File: config.mk
export PLATFORM = sky130hd
export DESIGN_NAME = fsk_tone_symbol_mapper
export DESIGN_NICKNAME = d
export VERILOG_FILES = /design/src/rtl/ftsm_pkg.sv /design/src/rtl/ftsm_cfg.sv /design/src/rtl/ftsm_tone.sv /design/src/rtl/fsk_tone_symbol_mapper.sv
export SDC_FILE = /design/constraint.sdc
export NUM_CORES = 1
export LEC_CHECK = 0
export BUFFER_PORTS_ARGS = -buffer_cell sky130_fd_sc_hd__buf_2
export CORE_ASPECT_RATIO = 2
export CORE_MARGIN = 1.5
export CORE_UTILIZATION = 49
export DETAILED_ROUTE_END_ITERATION = 10
export GPL_TIMING_DRIVEN = 0
export PLACE_DENSITY = 0.92
export SLEW_MARGIN = 20
export SYNTH_ARGS = -nofsm -noshare
export SYNTH_HDL_FRONTEND = slang
export SYNTH_HIERARCHICAL = 1
export SYNTH_SLANG_ARGS = --single-unit
File: constraint.sdc
create_clock -name clk -period 3.4 [get_ports clk]
set_input_delay 0.68 -clock clk [delete_from_list [all_inputs] [get_ports clk]]
set_output_delay 0.68 -clock clk [all_outputs]
set_load 0.02 [all_outputs]
File: src/rtl/ftsm_pkg.sv
// Shared types, constants and the tone table for the FSK tone symbol mapper.
// No dependencies; every other file refers to it by scoped names.
`timescale 1ns / 1ps

package ftsm_pkg;

  // Register indexes (byte address is 4 times the index)
  localparam logic [1:0] REG_MODE     = 2'd0;
  localparam logic [1:0] REG_PREAMBLE = 2'd1;
  localparam logic [1:0] REG_SYMBOL   = 2'd2;

  // Encoding modes
  localparam logic MODE_AFSK = 1'b0;
  localparam logic MODE_8FSK = 1'b1;

  // Tone constants
  localparam logic [11:0] MARK_HZ      = 12'd1200;
  localparam logic [11:0] SPACE_HZ     = 12'd2200;
  localparam logic [9:0]  PREAMBLE_MS  = 10'd100;
  localparam int          PREAMBLE_LEN = 4;
  localparam logic [9:0]  SYMBOL_RESET = 10'd200;

  // Configuration as seen by the datapath
  typedef struct packed {
    logic       encoding_mode;
    logic       preamble_enable;
    logic [9:0] symbol_ms;
  } cfg_t;

  // One tone command
  typedef struct packed {
    logic [11:0] tone_hz;
    logic [9:0]  duration_ms;
    logic        is_preamble;
    logic        last_of_byte;
  } tone_t;

  // 8FSK tone: 200 Hz times the window-selected prime
  function automatic logic [11:0] mfsk_hz(input logic [2:0] window);
    logic [11:0] hz;
    unique case (window)
      3'd0: hz = 12'd400;
      3'd1: hz = 12'd600;
      3'd2: hz = 12'd1000;
      3'd3: hz = 12'd1400;
      3'd4: hz = 12'd2200;
      3'd5: hz = 12'd2600;
      3'd6: hz = 12'd3400;
      3'd7: hz = 12'd3800;
      default: hz = 12'd400;
    endcase
    return hz;
  endfunction

endpackage

File: src/rtl/ftsm_cfg.sv
// APB-style configuration registers for the FSK tone symbol mapper.
// Depends on ftsm_pkg for register indexes and the cfg_t struct.
`timescale 1ns / 1ps

module ftsm_cfg (
  input  logic                clk,
  input  logic                rst,
  input  logic                psel,
  input  logic                penable,
  input  logic                pwrite,
  input  logic [3:0]          paddr,
  input  logic [31:0]         pwdata,
  output logic [31:0]         prdata,
  output logic                pready,
  output ftsm_pkg::cfg_t      cfg
);

  logic       wr_en;
  logic [1:0] reg_index;

  assign pready    = 1'b1;
  assign wr_en     = psel && penable && pwrite;
  assign reg_index = paddr[3:2];

  // Register writes; unknown indexes are ignored
  always_ff @(posedge clk) begin
    if (rst) begin
      cfg.encoding_mode   <= ftsm_pkg::MODE_AFSK;
      cfg.preamble_enable <= 1'b0;
      cfg.symbol_ms       <= ftsm_pkg::SYMBOL_RESET;
    end else if (wr_en) begin
      unique case (reg_index)
        ftsm_pkg::REG_MODE:     cfg.encoding_mode   <= pwdata[0];
        ftsm_pkg::REG_PREAMBLE: cfg.preamble_enable <= pwdata[0];
        ftsm_pkg::REG_SYMBOL:   cfg.symbol_ms       <= pwdata[9:0];
        default: ;
      endcase
    end
  end

  // Read mux
  always_comb begin
    prdata = 32'd0;
    unique case (reg_index)
      ftsm_pkg::REG_MODE:     prdata = {31'd0, cfg.encoding_mode};
      ftsm_pkg::REG_PREAMBLE: prdata = {31'd0, cfg.preamble_enable};
      ftsm_pkg::REG_SYMBOL:   prdata = {22'd0, cfg.symbol_ms};
      default:                prdata = 32'd0;
    endcase
  end

endmodule

File: src/rtl/ftsm_tone.sv
// Tone command logic: maps the held byte and the current step to one tone.
// Depends on ftsm_pkg for the tone table, constants and structs.
`timescale 1ns / 1ps

module ftsm_tone #(
  parameter int BITS_PER_BYTE = 7,
  parameter int STEP_W        = 4
) (
  input  logic [7:0]        data,
  input  logic              with_preamble,
  input  logic [STEP_W-1:0] step,
  input  ftsm_pkg::cfg_t    cfg,
  output ftsm_pkg::tone_t   tone
);

  logic              in_pre;
  logic [STEP_W-1:0] bit_step;
  logic [2:0]        b;
  logic [2:0]        b_m1;
  logic [2:0]        b_m2;
  logic [2:0]        window;
  logic              cur_bit;

  // Preamble occupies the first steps when enabled for this byte
  assign in_pre   = with_preamble && (step < STEP_W'(ftsm_pkg::PREAMBLE_LEN));
  assign bit_step = with_preamble ? step - STEP_W'(ftsm_pkg::PREAMBLE_LEN) : step;
  assign b        = bit_step[2:0];
  assign b_m1     = b - 3'd1;
  assign b_m2     = b - 3'd2;
  assign cur_bit  = data[b];

  // Rolling window, cleared at the byte start: newest bit in bit 0
  assign window[0] = cur_bit;
  assign window[1] = (b >= 3'd1) ? data[b_m1] : 1'b0;
  assign window[2] = (b >= 3'd2) ? data[b_m2] : 1'b0;

  always_comb begin
    tone.is_preamble  = in_pre;
    tone.last_of_byte = !in_pre && (bit_step == STEP_W'(BITS_PER_BYTE - 1));
    if (in_pre) begin
      // mark, space, space, mark
      tone.tone_hz     = (step[1:0] == 2'd0 || step[1:0] == 2'd3) ?
                         ftsm_pkg::MARK_HZ : ftsm_pkg::SPACE_HZ;
      tone.duration_ms = ftsm_pkg::PREAMBLE_MS;
    end else if (cfg.encoding_mode == ftsm_pkg::MODE_AFSK) begin
      tone.tone_hz     = cur_bit ? ftsm_pkg::MARK_HZ : ftsm_pkg::SPACE_HZ;
      tone.duration_ms = cfg.symbol_ms;
    end else begin
      tone.tone_hz     = ftsm_pkg::mfsk_hz(window);
      tone.duration_ms = {1'b0, cfg.symbol_ms[9:1]};
    end
  end

endmodule

File: src/rtl/fsk_tone_symbol_mapper.sv
// Top level of the FSK tone symbol mapper: input register, step sequencer,
// result register. Instantiates ftsm_cfg and ftsm_tone; uses ftsm_pkg.
//
//   channel  | direction | handshake            | payload
//   ---------+-----------+----------------------+----------------------------------
//   in       | to block  | in_valid / in_stall  | data_byte, starts_file
//   out      | from block| out_valid / out_stall| tone_hz, duration_ms, is_preamble,
//            |           |                      | last_of_byte
//   config   | to block  | APB psel / penable   | paddr, pwdata, prdata
//
// Each byte yields BITS_PER_BYTE tones, plus four preamble tones on even AFSK
// bytes with the preamble enabled; the step sequencer emits one tone a cycle
// while out does not stall it. The next byte is taken in the cycle its
// predecessor's last tone enters the result register. Synchronous reset clears
// the handshake state, the byte parity and the configuration registers, but not
// the input payload or result registers. A stall on out holds the result
// register and the sequencer, and then stalls in.
`timescale 1ns / 1ps

module fsk_tone_symbol_mapper #(
  parameter int BITS_PER_BYTE = 7
) (
  input  logic        clk,
  input  logic        rst,
  // configuration
  input  logic        psel,
  input  logic        penable,
  input  logic        pwrite,
  input  logic [3:0]  paddr,
  input  logic [31:0] pwdata,
  output logic [31:0] prdata,
  output logic        pready,
  // input request
  input  logic        in_valid,
  output logic        in_stall,
  input  logic [7:0]  data_byte,
  input  logic        starts_file,
  // output request
  output logic        out_valid,
  input  logic        out_stall,
  output logic [11:0] tone_hz,
  output logic [9:0]  duration_ms,
  output logic        is_preamble,
  output logic        last_of_byte
);

  localparam int STEP_W = $clog2(BITS_PER_BYTE + ftsm_pkg::PREAMBLE_LEN);

  ftsm_pkg::cfg_t    cfg;
  ftsm_pkg::tone_t   tone;
  ftsm_pkg::tone_t   result;

  logic              busy;
  logic [7:0]        data_q;
  logic              pre_q;
  logic [STEP_W-1:0] step;
  logic              odd_byte;
  logic              even;
  logic              emit;
  logic              accept;

  ftsm_cfg u_cfg (
    .clk     (clk),
    .rst     (rst),
    .psel    (psel),
    .penable (penable),
    .pwrite  (pwrite),
    .paddr   (paddr),
    .pwdata  (pwdata),
    .prdata  (prdata),
    .pready  (pready),
    .cfg     (cfg)
  );

  ftsm_tone #(
    .BITS_PER_BYTE (BITS_PER_BYTE),
    .STEP_W        (STEP_W)
  ) u_tone (
    .data          (data_q),
    .with_preamble (pre_q),
    .step          (step),
    .cfg           (cfg),
    .tone          (tone)
  );

  // Handshake: a tone moves when the result register is free or draining
  assign emit     = busy && (!out_valid || !out_stall);
  assign in_stall = busy && !(emit && tone.last_of_byte);
  assign accept   = in_valid && !in_stall;
  assign even     = starts_file || !odd_byte;

  // Sequencer and byte parity
  always_ff @(posedge clk) begin
    if (rst) begin
      busy     <= 1'b0;
      step     <= '0;
      odd_byte <= 1'b0;
    end else if (accept) begin
      busy     <= 1'b1;
      step     <= '0;
      odd_byte <= even;
    end else if (emit) begin
      step <= step + STEP_W'(1);
      if (tone.last_of_byte) begin
        busy <= 1'b0;
      end
    end
  end

  // Input payload register
  always_ff @(posedge clk) begin
    if (accept) begin
      data_q <= data_byte;
      pre_q  <= (cfg.encoding_mode == ftsm_pkg::MODE_AFSK) && even &&
                cfg.preamble_enable;
    end
  end

  // Result register
  always_ff @(posedge clk) begin
    if (rst) begin
      out_valid <= 1'b0;
    end else if (emit) begin
      out_valid <= 1'b1;
    end else if (!out_stall) begin
      out_valid <= 1'b0;
    end
  end

  always_ff @(posedge clk) begin
    if (emit) begin
      result <= tone;
    end
  end

  assign tone_hz      = result.tone_hz;
  assign duration_ms  = result.duration_ms;
  assign is_preamble  = result.is_preamble;
  assign last_of_byte = result.last_of_byte;

endmodule

## Yosys cells after proc, flatten, opt, wreduce, memory -nomap -nowiden

Memories as Yosys holds them, arrays and structs flattened.
Index checks and enable logic that the tools add are counted.

- $add $sub $neg: 4
- Order comparisons: 6
- Equality and inequality tests: 5
- Muxes and demuxes: 19
- Bitwise logic cells: 1
- Reduce and logical (&&, ||, !) cells: 29

Operator list:

| kind | count |
|---|---|
| 22-bit 2-to-1 mux | 2 |
| 10-bit case mux with 3 select lines | 1 |
| 12-bit 2-to-1 mux | 2 |
| 3-bit by 4-bit less-than comparator with 1-bit output, second input constant | 3 |
| 1-bit logical AND | 10 |
| 1-bit 2-to-1 mux | 10 |
| 1-bit binary-select mux with 3-bit select | 3 |
| 2-bit AND reduction | 4 |
| 1-bit logical NOT | 6 |
| 4-bit by 1-bit adder with 4-bit output, second input constant | 1 |
| 2-bit equality test, second input constant | 2 |
| 4-bit by 3-bit equality test with 1-bit output, second input constant | 1 |
| 2-bit logical NOT | 2 |
| 4-bit by 3-bit less-than comparator with 1-bit output, second input constant | 1 |
| 4-bit 2-to-1 mux | 1 |
| 2-bit nonzero test | 2 |
| 2-bit OR reduction | 2 |
| 4-bit by 3-bit subtractor with 4-bit output, second input constant | 1 |
| 3-bit by 1-bit greater-or-equal comparator with 1-bit output, second input constant | 1 |
| 3-bit by 2-bit greater-or-equal comparator with 1-bit output, second input constant | 1 |
| 1-bit logical OR | 3 |
| 3-bit by 1-bit subtractor with 3-bit output, second input constant | 1 |
| 3-bit by 2-bit subtractor with 3-bit output, second input constant | 1 |
| 2-bit by 1-bit equality test with 1-bit output, second input constant | 1 |
| 2 further kinds | 2 |

- Register bits: 52
- Bits in read-only memories: 72
- Input bits: 52
- Output and inout port bits: 59
- Memories kept: 1

Memory list:

| memory | depth | width | read ports | clocked after memory_dff | write ports | RTL line | source |
|---|---|---|---|---|---|---|---|
| (name not given) | 8 | 9 | 1 | 0 | 0 | ftsm_pkg.sv:41 | `unique case (window)` |

## Logic depth before layout (Yosys ltp)

- Word-level depth: 11
- Gate-level depth with buffers: 10

## Modules after synthesis

Netlist, hierarchy kept.

By module, submodules not included:

| module | instances | cells each | area each (um^2) |
|---|---|---|---|
| fsk_tone_symbol_mapper | 1 | 68 | 1317.5 |
| ftsm_cfg | 1 | 91 | 798.3 |
| ftsm_tone | 1 | 95 | 748.2 |

## Least setup slack after synthesis

OpenSTA, ideal clock, no wires.

- Path type: register to register
- From: register step[2]
- To: register data_q[0] (enable)
- Setup time: 387 ps
- Arrival: 2084 ps
- Required time: 3013 ps
- Path slack: 929 ps
- Cell stages (with the launch flop): 7
- Path buffers: 0
- Clock period less this slack: 2471 ps
- Cell sequence: dfxtp_1 -> inv_1 -> ha_1 -> nor4bb_1 -> o21a_1 -> a21bo_2 -> a21boi_1

RTL lines:

| element | RTL line | source |
|---|---|---|
| from (decl) | fsk_tone_symbol_mapper.sv:56 | `logic [STEP_W-1:0] step;` |
| from (signal assigned) | fsk_tone_symbol_mapper.sv:103 | `step <= step + STEP_W'(1);` |
| to (signal assigned) | fsk_tone_symbol_mapper.sv:113 | `data_q <= data_byte;` |
| to (decl) | fsk_tone_symbol_mapper.sv:54 | `logic [7:0] data_q;` |

==> results.toml <==
[outcome]
status = "finished clean"

[critical_path]
critPathMaxFanout = 10
critPathCaptureType = "flip-flop"
startpoint_type = "flip-flop"
crit_arrival_ps = 2660
critical_path_class = "flip-flop to flip-flop"
required_ps = 3440
ff2ff_setup_slack_ps = 780

[clock_tree]
cts_hold_buf = 0
numCtsBuffers = 5
postCtsSetupRepairBufs = 0
root_buffer = "clkbuf_16"
cts_max_level = 2
clockBufferDepth = 2
cts_resized = 0
cts_tree = "built"
clock_sinks = 52
clkLatencyLatePin_ps = 290
clk_pin_slew_ps = 60

[finish]
final_area_sq_mm = 0.00349
num_antenna_cells = 0
area_growth_pct = 21.7
final_nets = 409
nFillCells = 469
drive_above_1_share_pct = 33.0

[run]
maxCapViolCount = 0

[logic_synthesis]
syn_area_sq_mm = 0.00286
ys_seq_area_share_pct = 47.9
yosysMostFrequentCell = "edfxtp_1"
postSynthCellCount = 254
synth_common_cells = "edfxtp_1 (33), buf_4 (27), mux2i_1 (24)"
synth_area_leaders = "edfxtp_1 (35%), dfxtp_1 (13%), mux2i_1 (8.4%)"
synth_edf_count = 33
yosysTopAreaCell = "edfxtp_1"
netlist.area_leader.share_pct = 34.6
synth_seq_cells = 52
ys_types = 44
synth-main-ff-cell = "edfxtp_1"
avgSynthCellArea_sq_um = 11.3
async_flop_share_pct = 0
yosys_warnings = 6

[place]
dp_hpwl_mm = 4.06
gp_congestion = 0.781
io_buffers = 63
dpl_cell_area_sq_mm = 0.00334

[floorplanning]
ioPinCount = 111
die_area_sq_mm = 0.00634
fp-row-count = 39
start_util_pct = 50.6
coreArea_sq_mm = 0.00566
die_w_microns = 57.1
dieHeight_microns = 111

[timing]
clock_skew_ps = 3.91
fmax_mhz = 382
relSlewSlack_pct = 35.0
finalSetupViolCount = 0
worst_slew_pin_slew_ps = 973
hold_violations = 0
rsz0062_at_grt = "false"
setup_tns_ps = 0
min_period_over_period_pct = 77.0
final_max_slew_viol_count = 0
post-route-min-period_ps = 2620
whs_ps = 506

[global_routing]
global_route.usage.total_pct = 18.2
met2_usage_pct = 33.7
use_met1_pct = 18.0
antenna_found_initial = 0
grt_max_degree = 27
grt_util_met3_pct = 3.97
grt_pass1_wl_mm = 8.96
grt_pass1_vias = 2003
globalRouteOverflowTotal = 0
top_usage_layer = "met2"

[routing]
remaining_drc_errors = 0
via_count = 2041
drtAntennaViolNets = 0
dr.pass1.iters = 4
drtIter0Drc = 37
wl_per_cell_microns = 12.9
routed_wl_mm = 5.29
via_per_inst = 4.99

[worst_hold_path]
min_path_type = "flip-flop to flip-flop"

[power]
power.leakage_uw = 0.00147
peakVddDrop_uv = 514
p_per_area_mw_per_mm2 = 413
final cells by class:
cell class / instances / area (sq um) / area share, %
inverters: 11 / 41.3 / 1.18
multi-input cells: 179 / 1290 / 36.9
plain buffers: 35 / 255 / 7.32
repair buffers: 63 / 315 / 9.05
flip-flops and latches: 52 / 1370 / 39.3
clock inverters: 2 / 11.3 / 0.323
well taps: 61 / 76.3 / 2.19
clock buffers: 6 / 129 / 3.70
layer usage:
| metal | wire length [microns] | part of all wire (%) | vias up |
|---|---|---|---|
| met3 | 257 | 4.9 | 15 |
| met1 | 1870 | 35 | 932 |
| li1 | - | - | 1025 |
| met4 | 154 | 2.9 | 0 |
| met5 | 0 | 0 | - |
| met2 | 3010 | 57 | 69 |
flip-flops by register name, summed over array words and instances, names as in the netlist, 4 cells and up:
register     flops
data_q           8
u_cfg/cfg       12
duration_ms     10
step             4
tone_hz         12
per-stage QoR:
| stage | std cells | power (uW) | worst slack (ps) | utilization (%) |
|---|---|---|---|---|
| 2_1_floorplan | 277 | 908 | 929 | - |
| 3_5_place_dp | 401 | 970 | 533 | 59.0 |
| 3_3_place_gp | 401 | 962 | 633 | 59.0 |
| 5_1_grt | 409 | 1500 | 651 | 61.6 |
| 4_1_cts | 409 | 1450 | 524 | 61.5 |
| 6_report | 409 | 1440 | 782 | 61.6 |
cells in the final DEF (no fill, tap or decap), types with 2 or more instances in the layout:
master	n
buf_2	63
buf_4	27
nand3_1	2
buf_6	3
nor3b_1	3
and2_1	10
a211oi_1	3
clkbuf_16	5
nor2b_1	2
or3_1	3
o21ai_1	3
inv_1	10
dfxtp_1	19
nand2_1	16
conb_1	26
xnor2_1	2
nor2_1	17
nand2b_1	17
clkbuf_1	5
nor3_1	5
mux4_2	6
a21oi_1	7
ha_1	10
o21ai_0	4
a21o_1	2
mux2i_1	24
edfxtp_1	33
where the power goes:
group / internal, uW / total [uW] / leakage (uW) / switching (uW)
Sequential: 703 / 716 / 0.000461 / 12.8
Combinational: 103 / 243 / 0.000941 / 139
Clock: 270 / 481 / 0.0000645 / 211
worst paths after layout:
check               startpoint  cells after the start           end
hold / removal    u_cfg/cfg[2]                      2  u_cfg/cfg[2]
setup reg to reg       step[1]                      8    tone_hz[7]
setup / recovery       step[1]                      8    tone_hz[7]
hold reg to reg   u_cfg/cfg[2]                      2  u_cfg/cfg[2]
kinds of logic (layout without fill, tap and decap cells):
group           after synthesis  after routing  synth area share, %
mux                          32             32                 14.0
compound gates               28             28                 6.64
flops                        52             52                 47.9
buf+inv                      46            117                 10.4
simple gates                 80             80                 15.0
xor+xnor                      3              3                 1.40
fa+ha+maj                    10             10                 4.37
other cells                   3             26                0.393
critical path: stages (launching register included):
cell	delay, ps
dfxtp_1	550
inv_1	150
ha_1	200
xnor3_1	390
mux2i_1	160
a31o_2	260
ha_1	320
nor2_1	60
a211o_1	270
Note: power is estimated with default switching activity, not from simulation.
